[config.mk]
export PLATFORM = sky130hd
export DESIGN_NAME = ssi_encoder_master_decoder_core
export DESIGN_NICKNAME = d
export VERILOG_FILES = /design/src/design/ssi_pkg.sv /design/src/design/ssi_encoder_master_decoder_core.sv /design/src/design/ssi_seq.sv /design/src/design/ssi_lane.sv
export SDC_FILE = /design/constraint.sdc
export NUM_CORES = 2
export LEC_CHECK = 0
export ABC_AREA = 1
export BUFFER_PORTS_ARGS = -buffer_cell sky130_fd_sc_hd__buf_4
export CAP_MARGIN = 20
export CORE_MARGIN = 5
export CORE_UTILIZATION = 60
export DETAILED_ROUTE_END_ITERATION = 10
export PLACE_DENSITY = 0.79
export SYNTH_ARGS = -nofsm -noshare
export SYNTH_HDL_FRONTEND = slang
export SYNTH_SLANG_ARGS = --single-unit
[constraint.sdc]
create_clock -name clk_i -period 19.5 [get_ports clk_i]
set_input_delay 3.9 -clock clk_i [delete_from_list [all_inputs] [get_ports clk_i]]
set_output_delay 3.9 -clock clk_i [all_outputs]
set_load 0.005 [all_outputs]
[src/design/ssi_pkg.sv]
`default_nettype none

package ssi_pkg;

  // Frame geometry.
  localparam int unsigned FRAME_BITS   = 33;
  localparam int unsigned NUM_CHANNELS = 6;
  localparam int unsigned MAX_CHANNELS = 6;
  localparam int unsigned EDGE_W       = $clog2(2 * FRAME_BITS + 1);
  localparam logic [EDGE_W-1:0] LAST_EDGE = EDGE_W'(2 * FRAME_BITS);

  // Register widths and reset values.
  localparam int unsigned HALF_W  = 16;
  localparam int unsigned REC_W   = 20;
  localparam int unsigned TYPES_W = 3 * MAX_CHANNELS;
  localparam int unsigned CFG_W   = 20;
  localparam logic [HALF_W-1:0]  HALF_RESET  = 16'd200;
  localparam logic [REC_W-1:0]   REC_RESET   = 20'd3000;
  localparam logic [REC_W-1:0]   REC_MAX     = 20'hFFFFF;

  // Configuration register indexes.
  localparam logic [1:0] CFG_HALF_PERIOD = 2'd0;
  localparam logic [1:0] CFG_RECOVERY    = 2'd1;
  localparam logic [1:0] CFG_TYPES       = 2'd2;

  // Channel type codes; unlisted codes decode as multi-turn.
  localparam logic [2:0] TYPE_MULTI25  = 3'd0;
  localparam logic [2:0] TYPE_SINGLE13 = 3'd1;
  localparam logic [2:0] TYPE_LINEAR28 = 3'd2;
  localparam logic [2:0] TYPE_GRAY13   = 3'd3;
  localparam logic [2:0] TYPE_GRAY16   = 3'd4;

  localparam int unsigned COUNT_W   = 25;
  localparam int unsigned LIN_SCALE = 1000;

  // Per-tick strobes from the sequencer to the lanes.
  typedef struct packed {
    logic clear;
    logic sample;
    logic decode;
  } seq_ctl_t;

  // One result item, packed so that ssi_clock lands in bit 0.
  typedef struct packed {
    logic [6:0]         pad;
    logic [17:0]        flag_bits;
    logic [5:0]         valid_mask;
    logic [COUNT_W-1:0] count_ch5;
    logic [COUNT_W-1:0] count_ch4;
    logic [COUNT_W-1:0] count_ch3;
    logic [COUNT_W-1:0] count_ch2;
    logic [COUNT_W-1:0] count_ch1;
    logic [COUNT_W-1:0] count_ch0;
    logic               done_res;
    logic               busy_res;
    logic               ssi_clock;
  } result_t;

  // Gray to binary for words of up to 16 bits.
  function automatic logic [15:0] gray_to_bin(input logic [15:0] g);
    logic [15:0] b;
    for (int i = 0; i < 16; i++) begin
      b[i] = ^(g >> i);
    end
    return b;
  endfunction

endpackage

`default_nettype wire

[src/design/ssi_encoder_master_decoder_core.sv]
// SSI master for six absolute encoders on one shared clock line.
// Each input item is one system tick: s_tdata_i carries the start request
// and the sampled data line of every channel. For each input item the block
// returns one result item with the clock line level, busy and done flags and
// the decoded count, valid bit and flags of each channel.
// Each result is registered in the output register, or first in the skid
// register under a stall. Throughput is one item per cycle while m_tready_i
// is high. The tick step, the frame sequencer and all six decode lanes sit
// in a single register stage, with the linear decode multiplier as the longest path.
// An output register plus a one-item skid register part the two channels:
// when m_tready_i is low, one more input item is taken into the skid
// register and s_tready_o then drops until the result register drains.
// Configuration is written through cfg_we_i, cfg_index_i and cfg_data_i
// (0 half period, 1 recovery gap, 2 channel types) and acts at once.
// Reset returns the registers to their defaults, clears the frame and the
// decoded values, and starts the recovery count from zero, so the first read
// waits the recovery gap after reset.
`default_nettype none

module ssi_encoder_master_decoder_core
  import ssi_pkg::*;
(
  input  wire           clk_i,
  input  wire           rst_ni,
  // Input item: bit 0 start_req, bits 6:1 data_lines, bit 7 zero.
  input  wire  [7:0]    s_tdata_i,
  input  wire           s_tvalid_i,
  output logic          s_tready_o,
  // Result item: ssi_clock, busy_res, done_res, count_ch0..count_ch5,
  // valid_mask, flag_bits from bit 0 up, zero-filled to 184 bits.
  output logic [183:0]  m_tdata_o,
  output logic          m_tvalid_o,
  input  wire           m_tready_i,
  input  wire           cfg_we_i,
  input  wire  [1:0]    cfg_index_i,
  input  wire  [CFG_W-1:0] cfg_data_i
);

  logic [HALF_W-1:0]  half_q;
  logic [REC_W-1:0]   rec_cfg_q;
  logic [TYPES_W-1:0] types_q;

  logic      in_acc, out_acc;
  seq_ctl_t  ctl;
  logic      ssi_clock, busy;

  logic [COUNT_W-1:0] count [MAX_CHANNELS];
  logic [MAX_CHANNELS-1:0] valid;
  logic [TYPES_W-1:0]      flags;

  result_t res;
  result_t out_q, skid_q;
  logic    out_valid_q, skid_valid_q;

  // Configuration registers.
  always_ff @(posedge clk_i or negedge rst_ni) begin
    if (!rst_ni) begin
      half_q    <= HALF_RESET;
      rec_cfg_q <= REC_RESET;
      types_q   <= '0;
    end else if (cfg_we_i) begin
      case (cfg_index_i)
        CFG_HALF_PERIOD: half_q    <= cfg_data_i[HALF_W-1:0];
        CFG_RECOVERY:    rec_cfg_q <= cfg_data_i[REC_W-1:0];
        CFG_TYPES:       types_q   <= cfg_data_i[TYPES_W-1:0];
        default: ;
      endcase
    end
  end

  assign s_tready_o = ~skid_valid_q;
  assign in_acc     = s_tvalid_i & s_tready_o;
  assign out_acc    = m_tvalid_o & m_tready_i;

  ssi_seq u_seq (
    .clk_i         (clk_i),
    .rst_ni        (rst_ni),
    .step_i        (in_acc),
    .start_req_i   (s_tdata_i[0]),
    .half_period_i (half_q),
    .recovery_i    (rec_cfg_q),
    .ctl_o         (ctl),
    .ssi_clock_o   (ssi_clock),
    .busy_o        (busy)
  );

  // One decode lane per connected channel.
  for (genvar i = 0; i < NUM_CHANNELS; i++) begin : g_lane
    ssi_lane u_lane (
      .clk_i   (clk_i),
      .rst_ni  (rst_ni),
      .ctl_i   (ctl),
      .line_i  (s_tdata_i[1+i]),
      .type_i  (types_q[3*i +: 3]),
      .count_o (count[i]),
      .valid_o (valid[i]),
      .flags_o (flags[3*i +: 3])
    );
  end

  // Channels beyond the connected ones read as zero.
  for (genvar i = NUM_CHANNELS; i < MAX_CHANNELS; i++) begin : g_unused
    assign count[i]        = '0;
    assign valid[i]        = 1'b0;
    assign flags[3*i +: 3] = '0;
  end

  // Merge the lanes and the sequencer into one result item.
  always_comb begin
    res            = '0;
    res.ssi_clock  = ssi_clock;
    res.busy_res   = busy;
    res.done_res   = ctl.decode;
    res.count_ch0  = count[0];
    res.count_ch1  = count[1];
    res.count_ch2  = count[2];
    res.count_ch3  = count[3];
    res.count_ch4  = count[4];
    res.count_ch5  = count[5];
    res.valid_mask = valid;
    res.flag_bits  = flags;
  end

  // Result register with a one-item skid stage.
  always_ff @(posedge clk_i or negedge rst_ni) begin
    if (!rst_ni) begin
      out_valid_q  <= 1'b0;
      skid_valid_q <= 1'b0;
    end else if (out_acc || !out_valid_q) begin
      if (skid_valid_q) begin
        out_valid_q  <= 1'b1;
        skid_valid_q <= 1'b0;
      end else begin
        out_valid_q <= in_acc;
      end
    end else if (in_acc) begin
      skid_valid_q <= 1'b1;
    end
  end

  always_ff @(posedge clk_i) begin
    if (out_acc || !out_valid_q) begin
      if (skid_valid_q) begin
        out_q <= skid_q;
      end else if (in_acc) begin
        out_q <= res;
      end
    end else if (in_acc) begin
      skid_q <= res;
    end
  end

  assign m_tdata_o  = out_q;
  assign m_tvalid_o = out_valid_q;

  // The skid stage only holds an item behind a full result register.
  a_skid_behind_out : assert property (@(posedge clk_i) disable iff (!rst_ni)
    skid_valid_q |-> out_valid_q)
    else $error("skid item without a result item ahead of it");

  // The skid stage fills only while the result register is stalled.
  a_skid_on_stall : assert property (@(posedge clk_i) disable iff (!rst_ni)
    $rose(skid_valid_q) |-> $past(out_valid_q && !m_tready_i))
    else $error("skid stage filled without a stall");

  // A finished read leaves the line idle high and the block not busy.
  a_done_idle : assert property (@(posedge clk_i) disable iff (!rst_ni)
    (in_acc && ctl.decode) |-> (ssi_clock && !busy))
    else $error("read completed with the line or busy flag active");

endmodule

`default_nettype wire

[src/design/ssi_seq.sv]
`default_nettype none

module ssi_seq
  import ssi_pkg::*;
(
  input  wire                 clk_i,
  input  wire                 rst_ni,
  input  wire                 step_i,
  input  wire                 start_req_i,
  input  wire  [HALF_W-1:0]   half_period_i,
  input  wire  [REC_W-1:0]    recovery_i,
  output seq_ctl_t            ctl_o,
  output logic                ssi_clock_o,
  output logic                busy_o
);

  localparam logic [1:0] PH_IDLE     = 2'd0;
  localparam logic [1:0] PH_CAL_LOW  = 2'd1;
  localparam logic [1:0] PH_CAL_HIGH = 2'd2;
  localparam logic [1:0] PH_CLOCKING = 2'd3;

  logic [1:0]        phase_q, phase_d;
  logic [HALF_W-1:0] half_q, half_d;
  logic [EDGE_W-1:0] edge_q, edge_d;
  logic [REC_W-1:0]  rec_q, rec_d;
  logic              pend_q, pend_d;

  logic [HALF_W-1:0] hp;
  logic [HALF_W:0]   half_inc;
  logic              half_end;
  logic [EDGE_W-1:0] edge_inc;

  // A zero half period behaves as one tick.
  assign hp       = (half_period_i == '0) ? HALF_W'(1) : half_period_i;
  assign half_inc = {1'b0, half_q} + (HALF_W+1)'(1);
  assign half_end = half_inc >= {1'b0, hp};
  assign edge_inc = edge_q + EDGE_W'(1);

  // Next state for one tick.
  always_comb begin
    phase_d = phase_q;
    half_d  = half_q;
    edge_d  = edge_q;
    rec_d   = rec_q;
    pend_d  = pend_q;
    ctl_o   = '0;
    if (step_i) begin
      pend_d = pend_q | start_req_i;
      case (phase_q)
        PH_IDLE: begin
          if (pend_d && (rec_q >= recovery_i)) begin
            phase_d   = PH_CAL_LOW;
            half_d    = '0;
            ctl_o.clear = 1'b1;
          end else if (rec_q < REC_MAX) begin
            rec_d = rec_q + REC_W'(1);
          end
        end
        PH_CAL_LOW: begin
          if (half_end) begin
            half_d  = '0;
            phase_d = PH_CAL_HIGH;
          end else begin
            half_d = half_inc[HALF_W-1:0];
          end
        end
        PH_CAL_HIGH: begin
          if (half_end) begin
            half_d       = '0;
            edge_d       = '0;
            phase_d      = PH_CLOCKING;
            ctl_o.sample = 1'b1;
          end else begin
            half_d = half_inc[HALF_W-1:0];
          end
        end
        default: begin
          if (half_end) begin
            half_d = '0;
            if (edge_inc >= LAST_EDGE) begin
              ctl_o.decode = 1'b1;
              edge_d       = '0;
              phase_d      = PH_IDLE;
              rec_d        = '0;
              pend_d       = 1'b0;
            end else begin
              edge_d       = edge_inc;
              ctl_o.sample = ~edge_inc[0];
            end
          end else begin
            half_d = half_inc[HALF_W-1:0];
          end
        end
      endcase
    end
  end

  // Line levels after the tick.
  always_comb begin
    case (phase_d)
      PH_IDLE, PH_CAL_HIGH: ssi_clock_o = 1'b1;
      PH_CAL_LOW:           ssi_clock_o = 1'b0;
      default:              ssi_clock_o = edge_d[0];
    endcase
  end
  assign busy_o = (phase_d != PH_IDLE) || pend_d;

  always_ff @(posedge clk_i or negedge rst_ni) begin
    if (!rst_ni) begin
      phase_q <= PH_IDLE;
      half_q  <= '0;
      edge_q  <= '0;
      rec_q   <= '0;
      pend_q  <= 1'b0;
    end else begin
      phase_q <= phase_d;
      half_q  <= half_d;
      edge_q  <= edge_d;
      rec_q   <= rec_d;
      pend_q  <= pend_d;
    end
  end

endmodule

`default_nettype wire

[src/design/ssi_lane.sv]
`default_nettype none

module ssi_lane
  import ssi_pkg::*;
(
  input  wire                  clk_i,
  input  wire                  rst_ni,
  input  wire seq_ctl_t        ctl_i,
  input  wire                  line_i,
  input  wire  [2:0]           type_i,
  output logic [COUNT_W-1:0]   count_o,
  output logic                 valid_o,
  output logic [2:0]           flags_o
);

  logic [FRAME_BITS-1:0] shift_q, shift_d;
  logic [COUNT_W-1:0]    count_q, count_new;
  logic                  valid_q, valid_new;
  logic [2:0]            flags_q, flags_new;

  logic [24:0] w25;
  logic [12:0] w13;
  logic [15:0] w16;
  logic [27:0] w28;
  logic [COUNT_W-1:0] lin_prod;

  // Frame shift register, MSB first.
  always_comb begin
    shift_d = shift_q;
    if (ctl_i.clear) begin
      shift_d = '0;
    end else if (ctl_i.sample) begin
      shift_d = {shift_q[FRAME_BITS-2:0], line_i};
    end
  end

  // Words sit at the top of the frame; the bit below each is its end marker.
  assign w25 = shift_q[FRAME_BITS-1 -: 25];
  assign w13 = shift_q[FRAME_BITS-1 -: 13];
  assign w16 = shift_q[FRAME_BITS-1 -: 16];
  assign w28 = shift_q[FRAME_BITS-1 -: 28];
  assign lin_prod = COUNT_W'(w28[27:13]) * COUNT_W'(LIN_SCALE);

  // Decode by channel type.
  always_comb begin
    flags_new = '0;
    case (type_i)
      TYPE_SINGLE13: begin
        count_new = COUNT_W'(w13);
        valid_new = ~shift_q[FRAME_BITS-14];
      end
      TYPE_GRAY13: begin
        count_new = COUNT_W'(gray_to_bin({3'b000, w13}));
        valid_new = ~shift_q[FRAME_BITS-14];
      end
      TYPE_GRAY16: begin
        count_new = COUNT_W'(gray_to_bin(w16));
        valid_new = ~shift_q[FRAME_BITS-17];
      end
      TYPE_LINEAR28: begin
        count_new = lin_prod + COUNT_W'(w28[12:3]);
        valid_new = ~shift_q[FRAME_BITS-29];
        flags_new = {^w28, w28[1:0]};
      end
      default: begin
        count_new = w25;
        valid_new = ~shift_q[FRAME_BITS-26];
      end
    endcase
  end

  // Results follow the decode strobe within the same tick.
  assign count_o = ctl_i.decode ? count_new : count_q;
  assign valid_o = ctl_i.decode ? valid_new : valid_q;
  assign flags_o = ctl_i.decode ? flags_new : flags_q;

  always_ff @(posedge clk_i or negedge rst_ni) begin
    if (!rst_ni) begin
      shift_q <= '0;
      count_q <= '0;
      valid_q <= 1'b0;
      flags_q <= '0;
    end else begin
      shift_q <= shift_d;
      count_q <= count_o;
      valid_q <= valid_o;
      flags_q <= flags_o;
    end
  end

endmodule

`default_nettype wire
==> flow_summary.ini <==
[timing]
max_freq_mhz = 148
rsz0062_at_grt = no
setup_tns_ns = 0
whs_ns = 0.471
fin_worst_skew_ns = 0.0315
period_needed_ns = 6.78
fin_crit_sh = 0.347
setup_viol = 0
tightestPinTransition_ns = 1.17
hold_viol = 0
slew_headroom = 0.218
drv_slew = 0

[clock_tree]
cts_tree = yes
cts-buffers-inserted = 87
ctsResizeCount = 0
path_clk_slew_ns = 0.06
post_cts_buffers = 0
clockBufferDepth = 3
cts_hold_buf = 0
htree_levels = 3
clkSinkCount = 828
clock_latency_ns = 0.67
cts_root_buf = clkbuf_16

[worst_setup_path]
crit_fanout = 61
worstSetupPathType = in -> reg
worstSetupStartpointType = input port
crit_arrival_ns = 7.14
required_ns = 19.87
end_kind = flip-flop

[synthesis]
yosysSeqAreaShare = 0.384
ys_types = 69
ys_seq_elements = 828
syn_inst = 6867
syn_avg_cell_area_um2 = 8.54
synth_edf_count = 354
async_reset_ff_frac = 0.572
ys_warn_count = 0
synth-main-ff-cell = dfrtp_1
syn-cell-area_mm2 = 0.0586

[flow_run]
cap_violations = 0

[floorplan]
die_w_um = 323
die-height_um = 323
fp-row-count = 114
dieArea_mm2 = 0.104
ios = 221
start_util = 0.605
core_mm2 = 0.0969

[detailed_routing]
vias_per_cell = 5.76
wire_per_inst_um = 19.0
vias = 48200
postRouteWirelength_um = 159000
antenna_left = 0
first_pass_iters = 6
drt_iter0_markers = 4238
drcViolationCount = 0

[final_layout]
area_growth_syn_to_layout_pct = 9.38
design_area_mm2 = 0.0641
final_nets = 7753
fin_cells = 8372
drive_gt1_frac = 0.0775
fillCellCount = 7980

[global_route]
grt_util_all_layers = 0.307
grt_max_degree = 227
grt_pass1_vias = 48100
grt_pass1_wl_um = 257000
antenna_found_initial = 1
overflow = 0

[status]
status = completed

[place]
hpwl_um = 116000
gpl.final_weighted_congestion = 0.958
dp_cells = 8205
postPlaceCellArea_mm2 = 0.0612
numPortBuffers = 212

[hold_path]
min_path_type = reg -> reg
[logic make-up (layout without fill, tap and decap cells)]
family,after synthesis,after routing,share of synthesized area
XOR/XNOR,249,249,0.0377
other,1,8,0.0000640
adder cells (fa/ha/maj),698,698,0.188
buffers and inverters,1149,1371,0.0792
flip-flops,828,828,0.384
AND/OR/NAND/NOR,2873,2873,0.206
AO/OA/AOI/OAI,1069,1069,0.105
[Yosys cell counts, types with 48 or more instances]
master       n  area, um^2
nand2_1   1735        6510
inv_1      941        3530
nand3_1    503        2520
dfrtp_1    464       11600
ha_1       392        4900
nor2_1     388        1460
o21ai_0    380        1900
edfxtp_1   354       10600
fa_1       306        6130
a21oi_1    302        1510
xor2_1     140        1230
xnor2_1    105         920
clkbuf_1    93         349
or2_2       81         507
a31oi_1     72         450
o21ai_1     65         325
buf_2       48         240
[worst max-delay path: stages]
cell     delay (ns)
buf_4          0.08
nand2_1        0.04
buf_4          0.24
inv_1          0.30
nand4_4        0.75
buf_4          0.68
buf_4          0.43
a21oi_1        0.19
o21ai_0        0.23
nand2_1        0.16
o21ai_0        0.09
[stage by stage]
step	setup WS, ns	utilization
2_1_floorplan	7.24	-
3_3_place_gp	12.19	0.632
3_5_place_dp	12.15	0.632
4_1_cts	12.82	0.662
5_1_grt	12.58	0.662
6_report	12.72	0.662
[layer usage]
layer  part of all wire  vias to the layer above  routed length [um]  GRT usage
li1                   -                    22800                   -          -
met1               0.43                    23300               68600      0.430
met2               0.46                     1857               73400      0.496
met3              0.076                      331               12200     0.0493
met4              0.031                        2                4920     0.0972
met5           0.000082                        -                  13          0
[area by class of cell]
class,instances,area (um^2),area share
multi-input combinational,4896,31500,0.492
sequential,828,22500,0.351
inverter,953,3590,0.0559
clock buffer,122,2430,0.0379
timing repair buffer,254,1960,0.0306
tap,1276,1600,0.0249
clock inverter,42,494,0.00771
antenna,1,2.50,0.0000390
[worst paths after layout]
path | start | slack, ns | to | depth (start not counted)
max in group asynchronous | rst_ni | 13.91 | skid_valid_q$_DFFE_PN0P_ | 3
min in group asynchronous | rst_ni | 3.26 | g_lane[3].u_lane.count_q[20]$_DFF_PN0_ | 1
worst max register to register | u_seq.half_q[0]$_DFFE_PN0P_ | 13.52 | m_tdata_o[94]$_DFFE_PP_ | 22
worst min-delay path | g_lane[2].u_lane.shift_q[0]$_DFFE_PN0P_ | 0.47 | g_lane[2].u_lane.shift_q[0]$_DFFE_PN0P_ | 2
worst min register to register | g_lane[2].u_lane.shift_q[0]$_DFFE_PN0P_ | 0.47 | g_lane[2].u_lane.shift_q[0]$_DFFE_PN0P_ | 2
worst max-delay path | s_tvalid_i | 12.72 | m_tdata_o[94]$_DFFE_PP_ | 11
[layout by cell type (no fill, tap or decap), types with 22 or more instances in the layout]
cell type / count
dfrtp_1: 463
nor2_1: 386
a31oi_1: 72
nand3_1: 503
or2_2: 81
a21oi_1: 302
o31ai_1: 28
ha_1: 392
nand4_1: 43
buf_4: 250
clkbuf_1: 25
fa_1: 306
o21ai_1: 65
o2111ai_1: 25
o21ai_0: 380
xnor2_1: 105
inv_1: 940
clkbuf_16: 89
and2_1: 22
o211ai_1: 23
o22ai_1: 35
nand2_1: 1734
edfxtp_1: 354
xor2_1: 140
a21boi_1: 31
nor3_1: 36
[state kept, by name, indices dropped and copies added, names as in the netlist, 18 cells and up]
register and cells:
g_lane.u_lane.shift_q 198, g_lane.u_lane.count_q 150, g_lane.u_lane.flags_q 18, u_seq.rec_q 20
types_q 18, skid_q 177, rec_cfg_q 20, m_tdata_o 177
Power is not shown: default switching activity piles up to over one toggle a cycle in this logic, so the estimate is an artifact.
